### src/sv/bthin_pkg.sv
package bthin_pkg;

  localparam int DATA_W       = 64;
  localparam int RESULT_LIMIT = 64;
  localparam int CFG_IDX_W    = 2;
  localparam int CFG_DATA_W   = 7;

  localparam int DEF_MAX_WIDTH  = 64;
  localparam int DEF_MAX_HEIGHT = 64;

  localparam logic [CFG_IDX_W-1:0] CFG_ALGORITHM = 2'd0;
  localparam logic [CFG_IDX_W-1:0] CFG_WIDTH     = 2'd1;
  localparam logic [CFG_IDX_W-1:0] CFG_HEIGHT    = 2'd2;

  localparam logic RULE_ZHANG_SUEN = 1'b0;
  localparam logic RULE_GUO_HALL   = 1'b1;

  localparam logic [CFG_DATA_W-1:0] RESET_WIDTH  = 7'd64;
  localparam logic [CFG_DATA_W-1:0] RESET_HEIGHT = 7'd64;

  typedef enum logic [2:0] {
    ST_IDLE,
    ST_RD0,
    ST_RD1,
    ST_RD2,
    ST_EVAL,
    ST_EMIT_RD,
    ST_EMIT_LD
  } state_e;

endpackage

### src/sv/bthin_rule.sv
module bthin_rule #(
  parameter int Width = 64
) (
  input  logic [Width-1:0] up_i,
  input  logic [Width-1:0] cur_i,
  input  logic [Width-1:0] low_i,
  input  logic [Width-1:0] interior_i,
  input  logic             sub_i,
  input  logic             rule_i,
  output logic [Width-1:0] mark_o
);
  import bthin_pkg::*;

  function automatic logic del_pix(input logic p2, input logic p3, input logic p4,
                                   input logic p5, input logic p6, input logic p7,
                                   input logic p8, input logic p9, input logic sub,
                                   input logic rule);
    logic [3:0] a;
    logic [3:0] b;
    logic [3:0] c;
    logic [3:0] n1;
    logic [3:0] n2;
    logic [3:0] n;
    logic       m1;
    logic       m2;
    logic       m;
    logic       res;
    a  = 4'(!p2 && p3) + 4'(!p3 && p4) + 4'(!p4 && p5) + 4'(!p5 && p6)
       + 4'(!p6 && p7) + 4'(!p7 && p8) + 4'(!p8 && p9) + 4'(!p9 && p2);
    b  = 4'(p2) + 4'(p3) + 4'(p4) + 4'(p5) + 4'(p6) + 4'(p7) + 4'(p8) + 4'(p9);
    m1 = sub ? (p2 & p4 & p8) : (p2 & p4 & p6);
    m2 = sub ? (p2 & p6 & p8) : (p4 & p6 & p8);
    c  = 4'(!p2 & (p3 | p4)) + 4'(!p4 & (p5 | p6))
       + 4'(!p6 & (p7 | p8)) + 4'(!p8 & (p9 | p2));
    n1 = 4'(p9 | p2) + 4'(p3 | p4) + 4'(p5 | p6) + 4'(p7 | p8);
    n2 = 4'(p2 | p3) + 4'(p4 | p5) + 4'(p6 | p7) + 4'(p8 | p9);
    n  = (n1 < n2) ? n1 : n2;
    m  = sub ? ((p2 | p3 | !p5) & p4) : ((p6 | p7 | !p9) & p8);
    if (rule == RULE_ZHANG_SUEN) begin
      res = (a == 4'd1) && (b >= 4'd2) && (b <= 4'd6) && !m1 && !m2;
    end else begin
      res = (c == 4'd1) && (n >= 4'd2) && (n <= 4'd3) && !m;
    end
    return res;
  endfunction

  always_comb begin
    mark_o = '0;
    for (int j = 1; j < Width - 1; j++) begin
      mark_o[j] = cur_i[j] && interior_i[j]
                  && del_pix(up_i[j], up_i[j+1], cur_i[j+1], low_i[j+1],
                             low_i[j], low_i[j-1], cur_i[j-1], up_i[j-1],
                             sub_i, rule_i);
    end
  end

endmodule

### config.mk
export PLATFORM = sky130hd
export DESIGN_NAME = bthin_rule
export DESIGN_NICKNAME = d
export VERILOG_FILES = /design/src/sv/bthin_pkg.sv /design/src/sv/bthin_rule.sv
export SDC_FILE = /design/constraint.sdc
export NUM_CORES = 2
export LEC_CHECK = 0
export BUFFER_PORTS_ARGS = -buffer_cell sky130_fd_sc_hd__clkbuf_2
export CAP_MARGIN = 25
export CORE_ASPECT_RATIO = 1.5
export CORE_MARGIN = 1.5
export CORE_UTILIZATION = 45
export DETAILED_ROUTE_END_ITERATION = 6
export GPL_ROUTABILITY_DRIVEN = 0
export PLACE_DENSITY = 0.71
export SETUP_SLACK_MARGIN = 0.3
export SYNTH_ARGS = -nofsm -noshare
export SYNTH_HDL_FRONTEND = slang
export SYNTH_SLANG_ARGS = --single-unit
### constraint.sdc
create_clock -name vclk -period 5.7
set_clock_uncertainty 0.05 [all_clocks]
set_input_delay 0.57 -clock vclk [all_inputs]
set_output_delay 0.57 -clock vclk [all_outputs]
set_load 0.005 [all_outputs]
# After elaboration in Yosys (flattened, before gate mapping)
# Index checks and enable logic that the tools add are counted.
# classes
n_reduce_logical	1310
mux	310
n_lt_le_gt_ge	310
eq_ne	124
n_bitwise	1308
addsub	1426
# ops
operator	n
$add 4x1->4	680
$add 4x4->4	306
$and 1x4->4	248
$logic_and 1x1->1	932
$and 1x1->1	558
$add 3x1->4	126
$or 1x1->1	502
$eq 4x1->1 const B	124
$ge 4x2->1 const B	124
$add 2x1->3	126
$logic_not 1->1	378
$add 1x1->2	127
$le 4x2->1 const B	62
$le 4x3->1 const B	62
$lt 4x4->1	62
$mux 1	248
$mux 4	62
$add 1x4->4	60
$add 2x4->4	1
# word_totals
output_inout_bits	64
wordCells	4788
input_bits	258
regBits	0

# Logic depth before layout (Yosys ltp)
# depth
word_depth	16
depth_mapped	16
ltp_nobuf	16

# Worst setup path after synthesis
# Ideal clock, no wire load.
# synth_path
path_kind	input to output
start	input port low_i[57]
end	output port mark_o[57]
required_ns	5.080
setup_slack_ns	0.755
arrival_ns	4.325
path_buffers	1
stages	15
path_cell_list	clkbuf_1 clkinv_1 nand2_1 fa_1 inv_1 fa_1 fa_1 ha_1 inv_1 fa_1 a211o_1 a22oi_1 nand3_1 a2111o_1 a21oi_1
# synth_via
elab_chain_len	13
elab_cells_between_ends	54
cone_classes	add/sub: 16; order compare: 5; eq/ne: 2; mux: 5; bitwise: 12; reduce/logical: 14
# synth_rtl
element	line	rtl
start: declaration	bthin_rule.sv:6	input logic [Width-1:0] low_i,
$logic_and 1x1->1 / $logic_not 1->1 (equally long branches)	bthin_rule.sv:28, bthin_rule.sv:29, bthin_rule.sv:34	
$add 3x1->4 / $logic_and 1x1->1 (equally long branches)	bthin_rule.sv:28, bthin_rule.sv:29	
$add 4x1->4 (4 in a row)	bthin_rule.sv:29	+ 4'(!p6 && p7) + 4'(!p7 && p8) + 4'(!p8 && p9) + 4'(!p9 && p2);
$eq 4x1->1	bthin_rule.sv:40	res = (a == 4'd1) && (b >= 4'd2) && (b <= 4'd6) && !m1 && !m2;
$logic_and 1x1->1 (4 in a row)	bthin_rule.sv:40	
$mux 1 (*)	bthin_rule.sv:39	if (rule == RULE_ZHANG_SUEN) begin
$logic_and 1x1->1 (*)	bthin_rule.sv:51	&& del_pix(up_i[j], up_i[j+1], cur_i[j+1], low_i[j+1],
end: declaration	bthin_rule.sv:10	output logic [Width-1:0] mark_o
# Mark *: on every way between the ends. The rest lies on a longest branch, timed or not.

# Worst setup path after layout
# layout_path
start	input port up_i[18]
end	output port mark_o[19]
# layout_via
elab_chain_len	12
elab_cells_between_ends	35
cone_classes	add/sub: 8; order compare: 5; eq/ne: 2; mux: 3; bitwise: 5; reduce/logical: 12
# layout_rtl
element	line	rtl
start: declaration	bthin_rule.sv:4	input logic [Width-1:0] up_i,
$or 1x1->1	bthin_rule.sv:34, bthin_rule.sv:35	
$add 1x4->4	bthin_rule.sv:35	n1 = 4'(p9 | p2) + 4'(p3 | p4) + 4'(p5 | p6) + 4'(p7 | p8);
$add 4x4->4	bthin_rule.sv:35	
$add 4x1->4	bthin_rule.sv:35	
$lt 4x4->1	bthin_rule.sv:37	n = (n1 < n2) ? n1 : n2;
$mux 4	bthin_rule.sv:37	
$ge 4x2->1	bthin_rule.sv:42	res = (c == 4'd1) && (n >= 4'd2) && (n <= 4'd3) && !m;
$logic_and 1x1->1 (3 in a row)	bthin_rule.sv:42	
$mux 1 (*)	bthin_rule.sv:39	
$logic_and 1x1->1 (*)	bthin_rule.sv:51	
# Marked as above.

==> results_dict.tcl <==
set metrics [dict create \
    avgViaCountPerCell 5.541 \
    hp-class "input pin to output pin" \
    synth_top_family_by_area "adder cells" \
    yosysUniqueCellTypes 61 \
    cp.arrival_ns 4.62 \
    post-route-util_pct 49.23 \
    dieArea_sq_um 104500 \
    avgSynthCellArea_sq_um 8.188 \
    yosysWarnings 0 \
    final_cell_area_sq_um 49940 \
    synth-simple-area-share_pct 15.24 \
    vias 40240 \
    ff_latch_area_sq_um 0 \
    antenna_found_initial 24 \
    hold_buffers 0 \
    firstDrtPassIters 7 \
    synth_compound_area_share_pct 11.36 \
    tightest_slew_ns 0.8015 \
    p_int_mw 3.138 \
    hpwl_mm 104.1 \
    port_buffers 318 \
    seq_cells 0 \
    setup_violations 0 \
    drt_iter0_drc 1994 \
    end_kind "output pin" \
    powerDensity_nw_per_um2 141.5 \
    fin_cells 7263 \
    clockBufferCount 0 \
    fin_crit_ns 5.236 \
    crit_fanout 5 \
    fmax_mhz 191.0 \
    drive_above_1_share_pct 8.530 \
    ctsResizeCount 0 \
    p_sw_share_pct 55.60 \
    preCtsSetupSlack_ns 0.4124 \
    p_clk_share_pct 0 \
    grt_pass1_wl_mm 204.4 \
    ys_top_cells_by_area "fa_1, ha_1, inv_1" \
    fin_setup_tns_ns 0 \
    combPwrFrac_pct 100.0 \
    drt-total-wl_mm 121.2 \
    routedWlPerCell_um 16.68 \
    muxShareOfSynthArea_pct 2.272 \
    cts_setup_buffers 0 \
    rsz0062_at_grt "true" \
    leakage_nw 26.37 \
    die_y_um 395.2 \
    path_class "input pin to output pin" \
    drv_cap 0 \
    max_slew_margin_pct 46.56 \
    io-pin-count 322 \
    synth_fa_ha_area_share_pct 58.09 \
    syn_area_sq_um 46150 \
    cp-start-kind "input pin" \
    slew_viol_final 0 \
    ir_worst_vdd_uv 89.07 \
    period_share_pct 91.85 \
    syn2layout_area_growth_pct 8.203 \
    initial_utilization_pct 45.49 \
    netlist.area_leader.share_pct 29.41 \
    finalHoldViolations 0 \
    setup_ws_ns 0.4643 \
    pwr-share-seq_pct 0 \
    yosysSeqAreaShare_pct 0 \
    placed_cell_area_sq_um 49870 \
    overflow 0 \
    grt_max_degree 64 \
    syn_inst 5637 \
    grt_pass1_vias 42500 \
    fp.dieW_um 264.5 \
    outcome "complete, but fails checks" \
    p_sw_mw 3.929 \
    num-fill-cells 9902 \
    rows 143 \
    fin_nets 7940 \
    yosys.area.top_type "fa_1" \
    violations "DRC" \
    place_inst 7249 \
    antenna_left 0 \
    cp.required_ns 5.08 \
    globalRouteTotalUtil_pct 23.38 \
    synth_xor_area_share_pct 0.4554 \
    core_area_sq_um 101400 \
    drc 1 \
]
[power groups by stage]
stage	registers [mW]	logic (mW)	clock network, mW
detailed placement	0	7.07	0
global route	0	8.25	0.000000236
finish	0	7.07	0.000000331
global placement	0	6.69	0
CTS	0	7.12	0
floorplan	0	5.35	0
[synthesized netlist by cell type (13+ instances only)]
library cell	instances
nand2_1	670
o41ai_1	32
o21ai_0	42
nor4b_1	32
xnor2_1	14
nor2_1	267
nor3_1	39
o2111ai_1	32
nor2b_1	54
nand4_1	80
clkinv_1	56
nand4b_1	20
nand3_1	67
o211ai_1	80
ha_1	1058
a211oi_1	82
a21o_1	58
a311oi_1	38
nor3b_1	44
nand3b_1	39
mux2i_1	92
nor4_1	62
fa_1	678
buf_2	39
clkbuf_1	116
a21oi_1	232
a31oi_1	42
nand2b_1	80
inv_1	1297
o31ai_1	35
inv_2	13
[per-stage QoR]
step	hold WS [ns]	total power, mW
after floorplan	1.164	5.352
after global placement	1.350	6.687
after detailed placement	1.354	7.074
after CTS	1.354	7.125
after global routing	1.369	8.252
final	1.352	7.067
[kinds of logic (layout without fill, tap and decap cells)]
| logic type | after synthesis | count (layout) |
|---|---|---|
| AO/OA/AOI/OAI | 767 | 767 |
| XOR/XNOR | 24 | 24 |
| adder cells (fa/ha/maj) | 1736 | 1736 |
| buffers and inverters | 1526 | 1832 |
| multiplexers | 103 | 103 |
| other | 1 | 16 |
| AND/OR/NAND/NOR | 1480 | 1480 |
[critical path, stage by stage]
cell and delay, ns:
clkbuf_2 0.14, inv_1 0.09, ha_1 0.19, inv_1 0.08, fa_1 0.50, inv_1 0.05, fa_1 0.51, fa_1 0.55
ha_1 0.17, inv_1 0.06, fa_1 0.47, nand2_1 0.06, a311oi_1 0.30, o311ai_1 0.15, o32ai_1 0.39, and3_1 0.21
clkbuf_2 0.11
[per-layer routing]
layer,global-route usage [%],vias to the layer above,share of wire [%]
met2,44.10,1028,52
met5,0,-,0.088
li1,-,19100,-
met1,27.38,19790,40
met3,1.681,303,4.4
met4,8.693,18,3.8
[area by class of cell]
cell class                 count  area, sq um  area share (%)
timing repair buffer         466         2753           5.512
inverter                    1366         5152           10.32
antenna                       14        35.03         0.07015
multi-input combinational   4112        40370           80.83
tap                         1305         1633           3.270
[path summary, 6_finish.rpt]
| check | cells after the start | slack [ns] | from | to |
|---|---|---|---|---|
| worst max-delay path | 17 | 0.46 | up_i[18] | mark_o[19] |
| worst min-delay path | 4 | 1.35 | interior_i[57] | mark_o[57] |
[cell usage in the layout (no fill, tap or decap), drive strengths merged, types with 20 or more instances in the layout]
master and instances:
nand4 80, nand3b 39, ha 1058, o31ai 35
a211oi 82, nand4b 20, a31oi 42, o21ai 42
nor2b 54, nor2 267, a21oi 232, nand3 67
clkinv 56, o41ai 32, nand2 670, mux2i 92
fa 678, o211ai 80, inv 1304, nor3 39
nor3b 44, nor4b 32, a21o 58, nand2b 80
nor4 62, a311oi 38, clkbuf 317, buf 149
o2111ai 32
No activity file was read; power rests on OpenSTA's default activity.
